$ cat src/rtl/zrocf_pkg.sv
package zrocf_pkg;

    localparam int MAX_SIZE = 16;
    localparam int ROW_W    = 16;
    localparam int IDX_W    = $clog2(MAX_SIZE);
    localparam int CNT_W    = IDX_W + 1;

    localparam logic [CNT_W-1:0] SIZE_RESET = CNT_W'(MAX_SIZE);

    typedef logic [ROW_W-1:0] row_t;

    typedef struct packed {
        logic             start;
        logic             ack;
        logic [CNT_W-1:0] size;
    } srch_req_t;

    typedef struct packed {
        logic             busy;
        logic             done;
        logic             found;
        logic [IDX_W-1:0] k_index;
    } srch_rsp_t;

    function automatic logic [CNT_W-1:0] eff_size(input logic [CNT_W-1:0] size);
        logic [CNT_W-1:0] n;
        n = size;
        if (size == '0) begin
            n = CNT_W'(1);
        end else if (size > CNT_W'(MAX_SIZE)) begin
            n = CNT_W'(MAX_SIZE);
        end
        return n;
    endfunction

    function automatic row_t row_mask(input logic [CNT_W-1:0] n);
        row_t ones;
        ones = '1;
        return ~(ones << n);
    endfunction

endpackage

$ cat src/rtl/zrocf_ram.sv
module zrocf_ram #(
    parameter int WIDTH  = 16,
    parameter int DEPTH  = 16,
    parameter int ADDR_W = $clog2(DEPTH)
) (
    input  logic              aclk,
    input  logic              wr_en,
    input  logic [ADDR_W-1:0] wr_addr,
    input  logic [WIDTH-1:0]  wr_data,
    input  logic [ADDR_W-1:0] rd_addr,
    output logic [WIDTH-1:0]  rd_data
);

    logic [WIDTH-1:0] mem [DEPTH];

    always_ff @(posedge aclk) begin
        if (wr_en) begin
            mem[wr_addr] <= wr_data;
        end
        rd_data <= mem[rd_addr];
    end

endmodule

$ cat src/rtl/zrocf_search.sv
module zrocf_search (
    input  logic                            aclk,
    input  logic                            aresetn,
    input  zrocf_pkg::srch_req_t            req,
    output zrocf_pkg::srch_rsp_t            rsp,
    output logic [zrocf_pkg::IDX_W-1:0]     rd_addr,
    input  zrocf_pkg::row_t                 rd_data
);
    import zrocf_pkg::*;

    typedef enum logic [2:0] {
        S_IDLE,
        S_PREP,
        S_WTOP,
        S_WDOWN,
        S_WLEFT,
        S_CROW,
        S_CCOL,
        S_DONE
    } state_t;

    state_t           state_reg, state_next;
    logic [CNT_W-1:0] walk_row_reg, walk_row_next;
    logic [CNT_W-1:0] walk_col_reg, walk_col_next;
    logic [IDX_W-1:0] candidate_reg, candidate_next;
    logic [IDX_W-1:0] t_reg, t_next;
    logic             found_reg, found_next;
    logic [IDX_W-1:0] k_reg, k_next;
    logic             cell_bit;
    logic             col_bit;
    row_t             others;

    assign cell_bit = rd_data[walk_col_reg[IDX_W-1:0]];
    assign col_bit  = rd_data[candidate_reg];
    assign others   = rd_data & ~(row_t'(1) << candidate_reg);

    always_comb begin
        state_next     = state_reg;
        walk_row_next  = walk_row_reg;
        walk_col_next  = walk_col_reg;
        candidate_next = candidate_reg;
        t_next         = t_reg;
        found_next     = found_reg;
        k_next         = k_reg;
        unique case (state_reg)
            S_IDLE: begin
                if (req.start) begin
                    walk_row_next = '0;
                    walk_col_next = req.size - CNT_W'(1);
                    state_next    = S_PREP;
                end
            end
            S_PREP: begin
                state_next = S_WTOP;
            end
            S_WTOP: begin
                if (walk_row_reg >= req.size || walk_col_reg[CNT_W-1]) begin
                    found_next = 1'b0;
                    k_next     = '0;
                    state_next = S_DONE;
                end else if (cell_bit) begin
                    walk_row_next = walk_row_reg + CNT_W'(1);
                    state_next    = S_WDOWN;
                end else begin
                    walk_col_next = walk_col_reg - CNT_W'(1);
                    state_next    = S_WLEFT;
                end
            end
            S_WDOWN: begin
                if (walk_row_reg == req.size) begin
                    candidate_next = walk_col_reg[IDX_W-1:0];
                    state_next     = S_CROW;
                end else if (cell_bit) begin
                    walk_row_next = walk_row_reg + CNT_W'(1);
                end else begin
                    walk_col_next = walk_col_reg - CNT_W'(1);
                    state_next    = S_WTOP;
                end
            end
            S_WLEFT: begin
                if (walk_col_reg[CNT_W-1]) begin
                    candidate_next = walk_row_reg[IDX_W-1:0];
                    state_next     = S_CROW;
                end else if (!cell_bit) begin
                    walk_col_next = walk_col_reg - CNT_W'(1);
                end else begin
                    walk_row_next = walk_row_reg + CNT_W'(1);
                    state_next    = S_WTOP;
                end
            end
            S_CROW: begin
                if (others != '0) begin
                    found_next = 1'b0;
                    k_next     = '0;
                    state_next = S_DONE;
                end else begin
                    t_next     = '0;
                    state_next = S_CCOL;
                end
            end
            S_CCOL: begin
                if (t_reg != candidate_reg && !col_bit) begin
                    found_next = 1'b0;
                    k_next     = '0;
                    state_next = S_DONE;
                end else if ({1'b0, t_reg} + CNT_W'(1) == req.size) begin
                    found_next = 1'b1;
                    k_next     = candidate_reg;
                    state_next = S_DONE;
                end else begin
                    t_next = t_reg + IDX_W'(1);
                end
            end
            S_DONE: begin
                if (req.ack) begin
                    state_next = S_IDLE;
                end
            end
            default: begin
                state_next = S_IDLE;
            end
        endcase
    end

    // The read address follows the next state so that the data seen in each
    // state always belongs to that state's row.
    always_comb begin
        unique case (state_next)
            S_CROW:  rd_addr = candidate_next;
            S_CCOL:  rd_addr = t_next;
            default: rd_addr = walk_row_next[IDX_W-1:0];
        endcase
    end

    always_ff @(posedge aclk) begin
        if (!aresetn) begin
            state_reg     <= S_IDLE;
            walk_row_reg  <= '0;
            walk_col_reg  <= '0;
            candidate_reg <= '0;
            t_reg         <= '0;
            found_reg     <= 1'b0;
            k_reg         <= '0;
        end else begin
            state_reg     <= state_next;
            walk_row_reg  <= walk_row_next;
            walk_col_reg  <= walk_col_next;
            candidate_reg <= candidate_next;
            t_reg         <= t_next;
            found_reg     <= found_next;
            k_reg         <= k_next;
        end
    end

    assign rsp.busy    = (state_reg != S_IDLE);
    assign rsp.done    = (state_reg == S_DONE);
    assign rsp.found   = found_reg;
    assign rsp.k_index = k_reg;

`ifndef SYNTHESIS
    a_start_idle: assert property (@(posedge aclk) disable iff (!aresetn)
        (state_reg == S_IDLE && req.start) |=> (state_reg == S_PREP && walk_row_reg == '0))
        else $error("search did not begin at the top row");
    a_fail_zero: assert property (@(posedge aclk) disable iff (!aresetn)
        (rsp.done && !rsp.found) |-> (rsp.k_index == '0))
        else $error("index not cleared on a failed search");
    a_done_hold: assert property (@(posedge aclk) disable iff (!aresetn)
        (rsp.done && !req.ack) |=> (rsp.done && $stable(rsp.found) && $stable(rsp.k_index)))
        else $error("result changed before it was taken");
`endif

endmodule

$ cat src/rtl/zero_row_one_column_finder.sv
// Zero-row, one-column finder.
// Rows of an n-by-n boolean matrix enter on the s_ channel, one row per item,
// row 0 first; bit j of s_row_bits is column j and bits at or above n are
// dropped. A row is taken while s_valid and s_ready are both high. Rows other
// than the last give no result. The last row starts a search that holds
// s_ready low while it primes the row memory, walks the staircase, tests the
// candidate's row and, if that passes, its column, and hands the result over,
// all through the single read port of the row memory; a walk that finds no
// candidate goes straight to the hand-over. One result item then appears on
// the m_ channel: m_found and m_k_index, with m_k_index zero when nothing is
// found.
// The result sits in an output register, so rows of the next matrix are taken
// while it waits; if the receiver still stalls when the next search ends, that
// search waits and s_ready stays low until the register frees.
// A write on cfg_wr_en sets n (zero acts as one, above 16 acts as 16) and
// restarts loading at row 0; write it only while the block is idle.
// Reset sets n to 16, empties the output register and restarts loading.
module zero_row_one_column_finder (
    input  logic                          aclk,
    input  logic                          aresetn,
    input  logic                          cfg_wr_en,
    input  logic [zrocf_pkg::CNT_W-1:0]   cfg_wr_data,
    input  logic                          s_valid,
    output logic                          s_ready,
    input  logic [zrocf_pkg::ROW_W-1:0]   s_row_bits,
    output logic                          m_valid,
    input  logic                          m_ready,
    output logic                          m_found,
    output logic [zrocf_pkg::IDX_W-1:0]   m_k_index
);
    import zrocf_pkg::*;

    logic [CNT_W-1:0] size_reg;
    logic [CNT_W-1:0] rows_loaded_reg, rows_loaded_next;
    logic             m_valid_reg, m_valid_next;
    logic             m_found_reg, m_found_next;
    logic [IDX_W-1:0] m_k_reg, m_k_next;

    logic [CNT_W-1:0] n_eff;
    logic [CNT_W-1:0] row_idx;
    logic             in_fire;
    logic             last_row;
    logic             out_load;
    srch_req_t        req;
    srch_rsp_t        rsp;
    logic [IDX_W-1:0] rd_addr;
    row_t             rd_data;

    assign n_eff    = eff_size(size_reg);
    assign row_idx  = (rows_loaded_reg >= n_eff) ? '0 : rows_loaded_reg;
    assign s_ready  = !rsp.busy;
    assign in_fire  = s_valid && s_ready;
    assign last_row = (row_idx + CNT_W'(1) == n_eff);
    assign out_load = rsp.done && (!m_valid_reg || m_ready);

    assign req.start = in_fire && last_row;
    assign req.ack   = out_load;
    assign req.size  = n_eff;

    zrocf_ram #(
        .WIDTH (ROW_W),
        .DEPTH (MAX_SIZE)
    ) u_store (
        .aclk    (aclk),
        .wr_en   (in_fire),
        .wr_addr (row_idx[IDX_W-1:0]),
        .wr_data (s_row_bits & row_mask(n_eff)),
        .rd_addr (rd_addr),
        .rd_data (rd_data)
    );

    zrocf_search u_search (
        .aclk    (aclk),
        .aresetn (aresetn),
        .req     (req),
        .rsp     (rsp),
        .rd_addr (rd_addr),
        .rd_data (rd_data)
    );

    always_comb begin
        rows_loaded_next = rows_loaded_reg;
        m_valid_next     = m_valid_reg;
        m_found_next     = m_found_reg;
        m_k_next         = m_k_reg;
        if (in_fire) begin
            rows_loaded_next = last_row ? '0 : row_idx + CNT_W'(1);
        end
        if (cfg_wr_en) begin
            rows_loaded_next = '0;
        end
        if (m_valid_reg && m_ready) begin
            m_valid_next = 1'b0;
        end
        if (out_load) begin
            m_valid_next = 1'b1;
            m_found_next = rsp.found;
            m_k_next     = rsp.k_index;
        end
    end

    always_ff @(posedge aclk) begin
        if (!aresetn) begin
            size_reg        <= SIZE_RESET;
            rows_loaded_reg <= '0;
            m_valid_reg     <= 1'b0;
        end else begin
            if (cfg_wr_en) begin
                size_reg <= cfg_wr_data;
            end
            rows_loaded_reg <= rows_loaded_next;
            m_valid_reg     <= m_valid_next;
        end
        m_found_reg <= m_found_next;
        m_k_reg     <= m_k_next;
    end

    assign m_valid   = m_valid_reg;
    assign m_found   = m_found_reg;
    assign m_k_index = m_k_reg;

`ifndef SYNTHESIS
    a_rows_in_range: assert property (@(posedge aclk) disable iff (!aresetn)
        rows_loaded_reg < n_eff)
        else $error("row count reached the matrix size");
    a_start_blocks: assert property (@(posedge aclk) disable iff (!aresetn)
        req.start |=> !s_ready)
        else $error("input still ready after the last row");
    a_load_free: assert property (@(posedge aclk) disable iff (!aresetn)
        out_load |-> (!m_valid_reg || m_ready))
        else $error("result register overwritten while full");
    a_no_item_lost: assert property (@(posedge aclk) disable iff (!aresetn)
        (rsp.done && m_valid_reg && !m_ready) |=> rsp.done)
        else $error("search result dropped while the receiver stalled");
`endif

endmodule

$ cat config.mk
export PLATFORM = sky130hd
export DESIGN_NAME = zero_row_one_column_finder
export DESIGN_NICKNAME = d
export VERILOG_FILES = /design/src/rtl/zrocf_pkg.sv /design/src/rtl/zrocf_ram.sv /design/src/rtl/zrocf_search.sv /design/src/rtl/zero_row_one_column_finder.sv
export SDC_FILE = /design/constraint.sdc
export NUM_CORES = 1
export LEC_CHECK = 0
export BUFFER_PORTS_ARGS = -buffer_cell sky130_fd_sc_hd__buf_2
export CAP_MARGIN = 20
export CORE_ASPECT_RATIO = 2
export CORE_UTILIZATION = 56
export DETAILED_ROUTE_END_ITERATION = 16
export GPL_TIMING_DRIVEN = 0
export PLACE_DENSITY_LB_ADDON = 0.25
export SLEW_MARGIN = 15
export SYNTH_ARGS = -nofsm -noshare
export SYNTH_HDL_FRONTEND = slang
export SYNTH_SLANG_ARGS = --single-unit
$ cat constraint.sdc
create_clock -name aclk -period 4.9 [get_ports aclk]
set_input_delay 0.49 -clock aclk [delete_from_list [all_inputs] [get_ports aclk]]
set_output_delay 0.49 -clock aclk [all_outputs]
set_load 0.02 [all_outputs]
# Word level (Yosys, flattened, before mapping)
# Memories as Yosys holds them, arrays and structs flattened. A register that Yosys moved wholly into a read port is not among the register bits.
# Index checks and enable logic that the tools add are counted.
word_totals:
  mem_bits_rw: 256
  output_inout_bits: 7
  reg_bits: 42
  n_memories: 1
classes:
  n_eq_ne: 21
  add_sub_neg: 6
  muxes: 55
  order_cmp: 5
  reduce_logical: 22
  shift: 2
  n_bitwise: 5
memory_table:
  columns: ["memory", "depth", "width", "read_ports", "rd_ports_with_merged_regs", "write_ports", "line", "rtl"]
  rows:
  - ["u_store.mem", 16, 16, 1, 1, 1, "zrocf_ram.sv:14", "logic [WIDTH-1:0] mem [DEPTH];"]
op_table:
  columns: ["operator", "count"]
  rows:
  - ["$mux 5", 15]
  - ["$pmux 5 s4", 2]
  - ["$mux 4", 9]
  - ["$and 16x16->16", 2]
  - ["$not 16->16", 2]
  - ["$mux 3", 10]
  - ["$pmux 3 s8", 1]
  - ["$pmux 4 s2", 3]
  - ["$eq 3x3->1 const B", 6]
  - ["$reduce_bool 16->1", 1]
  - ["$shl 1x4->16 const A", 1]
  - ["$shl 16x5->16 const A", 1]
  - ["$eq 5x5->1", 3]
  - ["$pmux 4 s3", 1]
  - ["$mux 1", 11]
  - ["$add 5x1->5 const B", 2]
  - ["$ge 5x5->1", 2]
  - ["$lt 4x5->1 const B", 2]
  - ["$ne 2x2->1 const B", 5]
  - ["$sub 5x1->5 const B", 2]
  - ["$bmux 1 s4", 2]
  - ["$reduce_and 4->1", 2]
  - ["$eq 3x2->1 const B", 2]
  - ["$reduce_and 6->1", 1]
  - ["other kinds (19)", 28]

# Logic depth before layout (Yosys ltp)
logic_depth:
  depth_word: 12
  ltp_mapped: 22
  depth_no_buf: 18

# Modules after synthesis
# A second synthesis with hierarchy kept.
unflattened:
  cells_unflattened: 886
  hier_area_um2: 13636.8
by_module_without_submodules:
  columns: ["mod", "seq_area_each_um2", "area_each_um2", "cells_each", "instances"]
  rows:
  - ["zrocf_ram", 8007.7, 10042.1, 432, 1]
  - ["zrocf_search", 520.5, 2424.8, 313, 1]
  - ["zero_row_one_column_finder", 370.4, 1169.9, 141, 1]

# Worst setup path after synthesis
# OpenSTA, ideal clock, no wires.
synth_path:
  path_type: "register -> register"
  from: "reg size_reg[1]"
  to: "reg u_store.rd_data[4], read port of u_store.mem"
  slack_ns: 0.230
  setup_time_ns: 0.062
  arrival_ns: 4.607
  path_stages_with_launch: 21
  required_time_ns: 4.838
  path_cell_list: "dfxtp_1 > clkbuf_1 > nor4_1 > or2_2 > ha_1 > nor2b_1 > o21ai_0 > a31oi_1 > and2_1 > ha_1 > xnor2_1 > nor2_1 > mux2i_1 > nor4_2 > a21boi_0 > o31ai_1 > a21oi_2 > nor4_4 > clkbuf_1 > a22oi_1 > nand3_1"
synth_via:
  elab_chain_len: 12
  elab_cells_between_ends: 31
  classes_between: "add/sub (1); order compare (3); eq/ne (5); mux (19); reduce/logical (3)"
synth_rtl:
  columns: ["element", "line", "rtl"]
  rows:
  - ["from (decl)", "zero_row_one_column_finder.sv:33", "logic [CNT_W-1:0] size_reg;"]
  - ["from (signal assigned)", "zero_row_one_column_finder.sv:109", "size_reg <= cfg_wr_data;"]
  - ["$gt 5x5->1", "zrocf_pkg.sv:30", "end else if (size > CNT_W'(MAX_SIZE)) begin"]
  - ["$mux 5", "zrocf_pkg.sv:30", null]
  - ["$mux 5 *", "zrocf_pkg.sv:28", "if (size == '0) begin"]
  - ["$ge 5x5->1", "zero_row_one_column_finder.sv:50", "assign row_idx = (rows_loaded_reg >= n_eff) ? '0 : rows_loaded_reg;"]
  - ["$mux 5", "zero_row_one_column_finder.sv:50", null]
  - ["$add 5x1->5", "zero_row_one_column_finder.sv:53", "assign last_row = (row_idx + CNT_W'(1) == n_eff);"]
  - ["$eq 5x5->1", "zero_row_one_column_finder.sv:53", null]
  - ["$logic_and 1x1->1", "zero_row_one_column_finder.sv:56", "assign req.start = in_fire && last_row;"]
  - ["$mux 3", "zrocf_search.sv:47", "if (req.start) begin"]
  - ["$pmux 3 s8", "zrocf_search.sv:45", "unique case (state_reg)"]
  - ["$eq 3x3->1", "zrocf_search.sv:128", "unique case (state_next)"]
  - ["$pmux 4 s2 *", "zrocf_search.sv:128", null]
  - ["to (decl)", "zrocf_ram.sv:11", "output logic [WIDTH-1:0] rd_data"]
# Mark *: on every way between the ends. The rest lies on a longest branch, timed or not. The select of a mux whose other input is x is not followed.
# A chain may end at the register's enable or synchronous reset.

# Worst setup path in the final report
layout_path:
  from: "reg size_reg[4]"
  to: "reg u_store.rd_data[15], read port of u_store.mem"
# Same word-level chain as after synthesis.

==> impl_metrics.csv <==
group,metric,value,unit
synth,syn-cell-area,13800,sq um
setup_path,arrival,5.19,ns
setup_path,path_class,"register to register",
synth,synth_nets,965,
setup_path,path_cells,"nor4_4 -> buf_4 -> or2_4 -> ha_1 -> nor2b_1 -> o21ai_1 -> nor2_2 -> a2bb2o_1 -> a221o_1 -> or4b_4 -> nand2_4 -> o221a_4 -> buf_8 -> buf_12 -> mux4_2 -> a22oi_2 -> nand3_2",
setup_path,reg2reg_depth,17,
timing,finalHoldViolCount,0,
clocking,clk_pin_slew,0.07,ns
timing,period_minus_slack,4.79,ns
worst_hold_path,hp-class,"input port to register",
clocking,htreeDepth,1,
pwr,vdd_drop_max,0.000337,V
setup_path,r2r_setup_slack,0.11,ns
pwr,leakage,5.39,nW
die,row_count,80,
setup_path,critPathBufInv,3,
setup_path,startpoint_type,"register",
clocking,numCtsBuffers,28,
die,pin_count,33,
drt,drt-vias-per-instance,6.47,
synth,synth_edf_count,261,
setup_path,r2r_end,"u_store.rd_data[15]",
die,initial_core_util,57.4,%
cells_and_area,final_layout_size_suffix_gt1_share,27.0,%
die,core_area,24000,sq um
synth,synthCells,920,
cells_and_area,final_util,66.2,%
pwr,p_total,5.53,mW
synth,yosys-top-cells-area,"edfxtp_1 (57%), mux4_2 (10%), dfxtp_1 (7.7%)",
setup_path,critPathCaptureType,"register",
drt,drc,0,
clocking,clk_latency,0.55,ns
synth,syn_avg_cell_area,15.0,sq um
timing,max_slew_margin,26.2,%
timing,worst_pin_slew,1.10,ns
cells_and_area,fin_cells,1325,
die,dieArea,25300,sq um
setup_path,slowest_stage,"or4b_4",
placement,port_buffers,31,
synth,yosys_most_used_dff,"edfxtp_1",
clocking,cts_buffer_depth,3,
drt,ant_nets,0,
grt,grt_usage,29.5,%
cells_and_area,design_area,15900,sq um
placement,hpwl,25800,um
cells_and_area,nets,1062,
die,die_w,113,um
clocking,cts_tree,"built",
setup_path,max_stage_delay,0.58,ns
setup_path,timing.rr.start,"size_reg[4]",
clocking,ctsHoldBuffers,0,
drt,dr.pass1.iters,5,
cells_and_area,area_growth,15.2,%
drt,wl,35900,um
drt,wl_per_cell,27.1,um
worst_hold_path,whs_path_depth,3,
pwr,power_density,348,nW/um^2
cells_and_area,top_regs,"u_store.mem x256, u_store.rd_data x16",
outcome,status,"completed",
synth,async_flop_share,0,%
setup_path,crit_required,5.30,ns
placement,gp_congestion,0.953,
grt,grt_pass1_vias,9045,
setup_path,crit_path_start,"size_reg[4]",
setup_path,cp_max_fo,7,
cells_and_area,largest_register_ffs,256,
run,maxCapViolCount,0,
clocking,cts.sinks,314,
grt,overflow,0,
timing,skew,0.0197,ns
placement,dp_cells,1253,
drt,drt_iter0_markers,652,
placement,dpl-instance-area,14500,sq um
timing,setup_tns,0,ns
setup_path,cp_top_family,"simple AND/OR/NAND/NOR gates",
worst_hold_path,hold_start,"cfg_wr_data[4]",
timing,finalSetupViolCount,0,
synth,synth_cell_types,71,
cells_and_area,max_flop_register,"u_store.mem",
synth,ys.warnings.count,0,
die,chipHeight,224,um
grt,antenna_found_initial,0,
timing,slew_violations,0,
worst_hold_path,min_to,"size_reg[4]",
clocking,cts_root_buf,"clkbuf_16",
synth,ys_ff_latch,314,
timing,max_freq,0.209,GHz
synth,synth_area_leader_cell,"edfxtp_1",
timing,finalCritPeriodShare,97.8,%
synth,synth_top_area_share,56.8,%
grt,grt_pass1_wl,53700,um
drt,vias,8575,
grt,grt_max_degree,17,
synth,yosysSeqAreaShare,64.5,%
cells_and_area,diodes,0,
## layout make-up
| cell class | instances | area [sq um] |
|---|---|---|
| Fill cell | 1695 | 8120 |
| Multi-Input combinational cell | 541 | 4830 |
| Timing Repair Buffer | 68 | 474 |
| Sequential cell | 314 | 8910 |
| Tap cell | 287 | 359 |
| Clock inverter | 16 | 186 |
| Inverter | 21 | 78.8 |
| Clock buffer | 35 | 758 |
| Buffer | 43 | 308 |
## metal layers
metal / vias to the layer above / global-route usage, % / part of all wire (%)
met5: - / 0 / 0
met1: 4339 / 29.1 / 33
met4: 0 / 20.1 / 6.9
li1: 3824 / - / -
met3: 107 / 3.73 / 4.1
met2: 305 / 56.0 / 56
## stage by stage
stage	setup slack, ns	hold slack [ns]
after floorplan	0.230	0.409
after global placement	-2.63	0.415
after detailed placement	-2.11	0.419
after CTS	0.0322	0.140
after global routing	-0.0284	0.179
final	0.109	0.151
## worst register-to-register path, cell delays in order, from the launching register on
cell and delay, ns:
dfxtp_4 0.38, nor4_4 0.30, buf_4 0.16, or2_4 0.14, ha_1 0.24, nor2b_1 0.12
o21ai_1 0.15, nor2_2 0.21, a2bb2o_1 0.30, a221o_1 0.40, or4b_4 0.58, nand2_4 0.17
o221a_4 0.22, buf_8 0.14, buf_12 0.16, mux4_2 0.56, a22oi_2 0.26, nand3_2 0.17
## cell usage in the layout, fill, tap and decap left out, types with 8 or more instances in the layout
cell type	synthesis	routed
dfxtp_1	53	49
a21oi_1	39	37
xnor2_1	10	9
buf_4	1	31
inv_1	20	19
o22ai_1	12	11
and2_1	20	19
a22oi_2	0	11
nor2b_1	19	17
mux2i_1	13	12
clkbuf_1	20	17
mux4_2	64	64
nor2_1	49	43
clkbuf_16	0	29
nand3_1	25	23
nand2_1	49	47
buf_2	13	44
ha_1	19	16
or3_1	8	8
nor3_1	17	14
o21ai_0	20	18
a22oi_1	22	11
nand2b_1	26	26
edfxtp_1	261	261
## worst max path at each step
stage                     depth (start not counted)             endpoint  slack [ns]
after floorplan                                  20   u_store.rd_data[4]        0.23
after global placement                           20  u_store.rd_data[14]       -2.63
after detailed placement                         21  u_store.rd_data[14]       -2.11
after CTS                                        21  u_store.rd_data[15]        0.03
after global routing                             20  u_store.rd_data[15]       -0.03
final                                            17  u_store.rd_data[15]        0.11
## kinds of logic after synthesis
kind of cell,after synthesis,share of synthesized area [%]
buffers and inverters,65,2.53
adder cells (fa/ha/maj),19,1.72
AO/OA/AOI/OAI,165,8.36
XOR/XNOR,16,1.02
flip-flops,314,64.5
multiplexers,81,11.7
AND/OR/NAND/NOR,260,10.2
## report_power, final
part           internal (mW)  leakage (nW)  switching (mW)
clock                   1.27         0.447           0.991
combinational          0.116          2.14           0.189
sequential              2.94          2.81          0.0294
total                   4.32          5.39            1.21
## what timing repair did
| action | in CTS | in global routing |
|---|---|---|
| resized for setup | 42 | 34 |
| setup endpoints to repair | 25 | 16 |
| pin swaps | 12 | 16 |
| buffers inserted | 10 | 10 |
## Yosys cell counts (6+ instances only)
| cell type | instances |
|---|---|
| nor2_1 | 49 |
| inv_1 | 20 |
| a21boi_0 | 15 |
| mux2i_1 | 13 |
| nand4_1 | 7 |
| nand2_1 | 49 |
| or2_2 | 8 |
| a211oi_1 | 6 |
| nand2b_1 | 26 |
| o21ai_0 | 20 |
| o22ai_1 | 12 |
| dfxtp_1 | 53 |
| ha_1 | 19 |
| xnor2_1 | 10 |
| a22oi_1 | 22 |
| nor3_1 | 17 |
| and2_1 | 20 |
| edfxtp_1 | 261 |
| xor2_1 | 6 |
| nor2b_1 | 19 |
| a21oi_1 | 39 |
| or3_1 | 8 |
| buf_2 | 13 |
| mux4_2 | 64 |
| nand3_1 | 25 |
| buf_6 | 7 |
| clkbuf_1 | 20 |
Power figures use the tool's default switching activity.
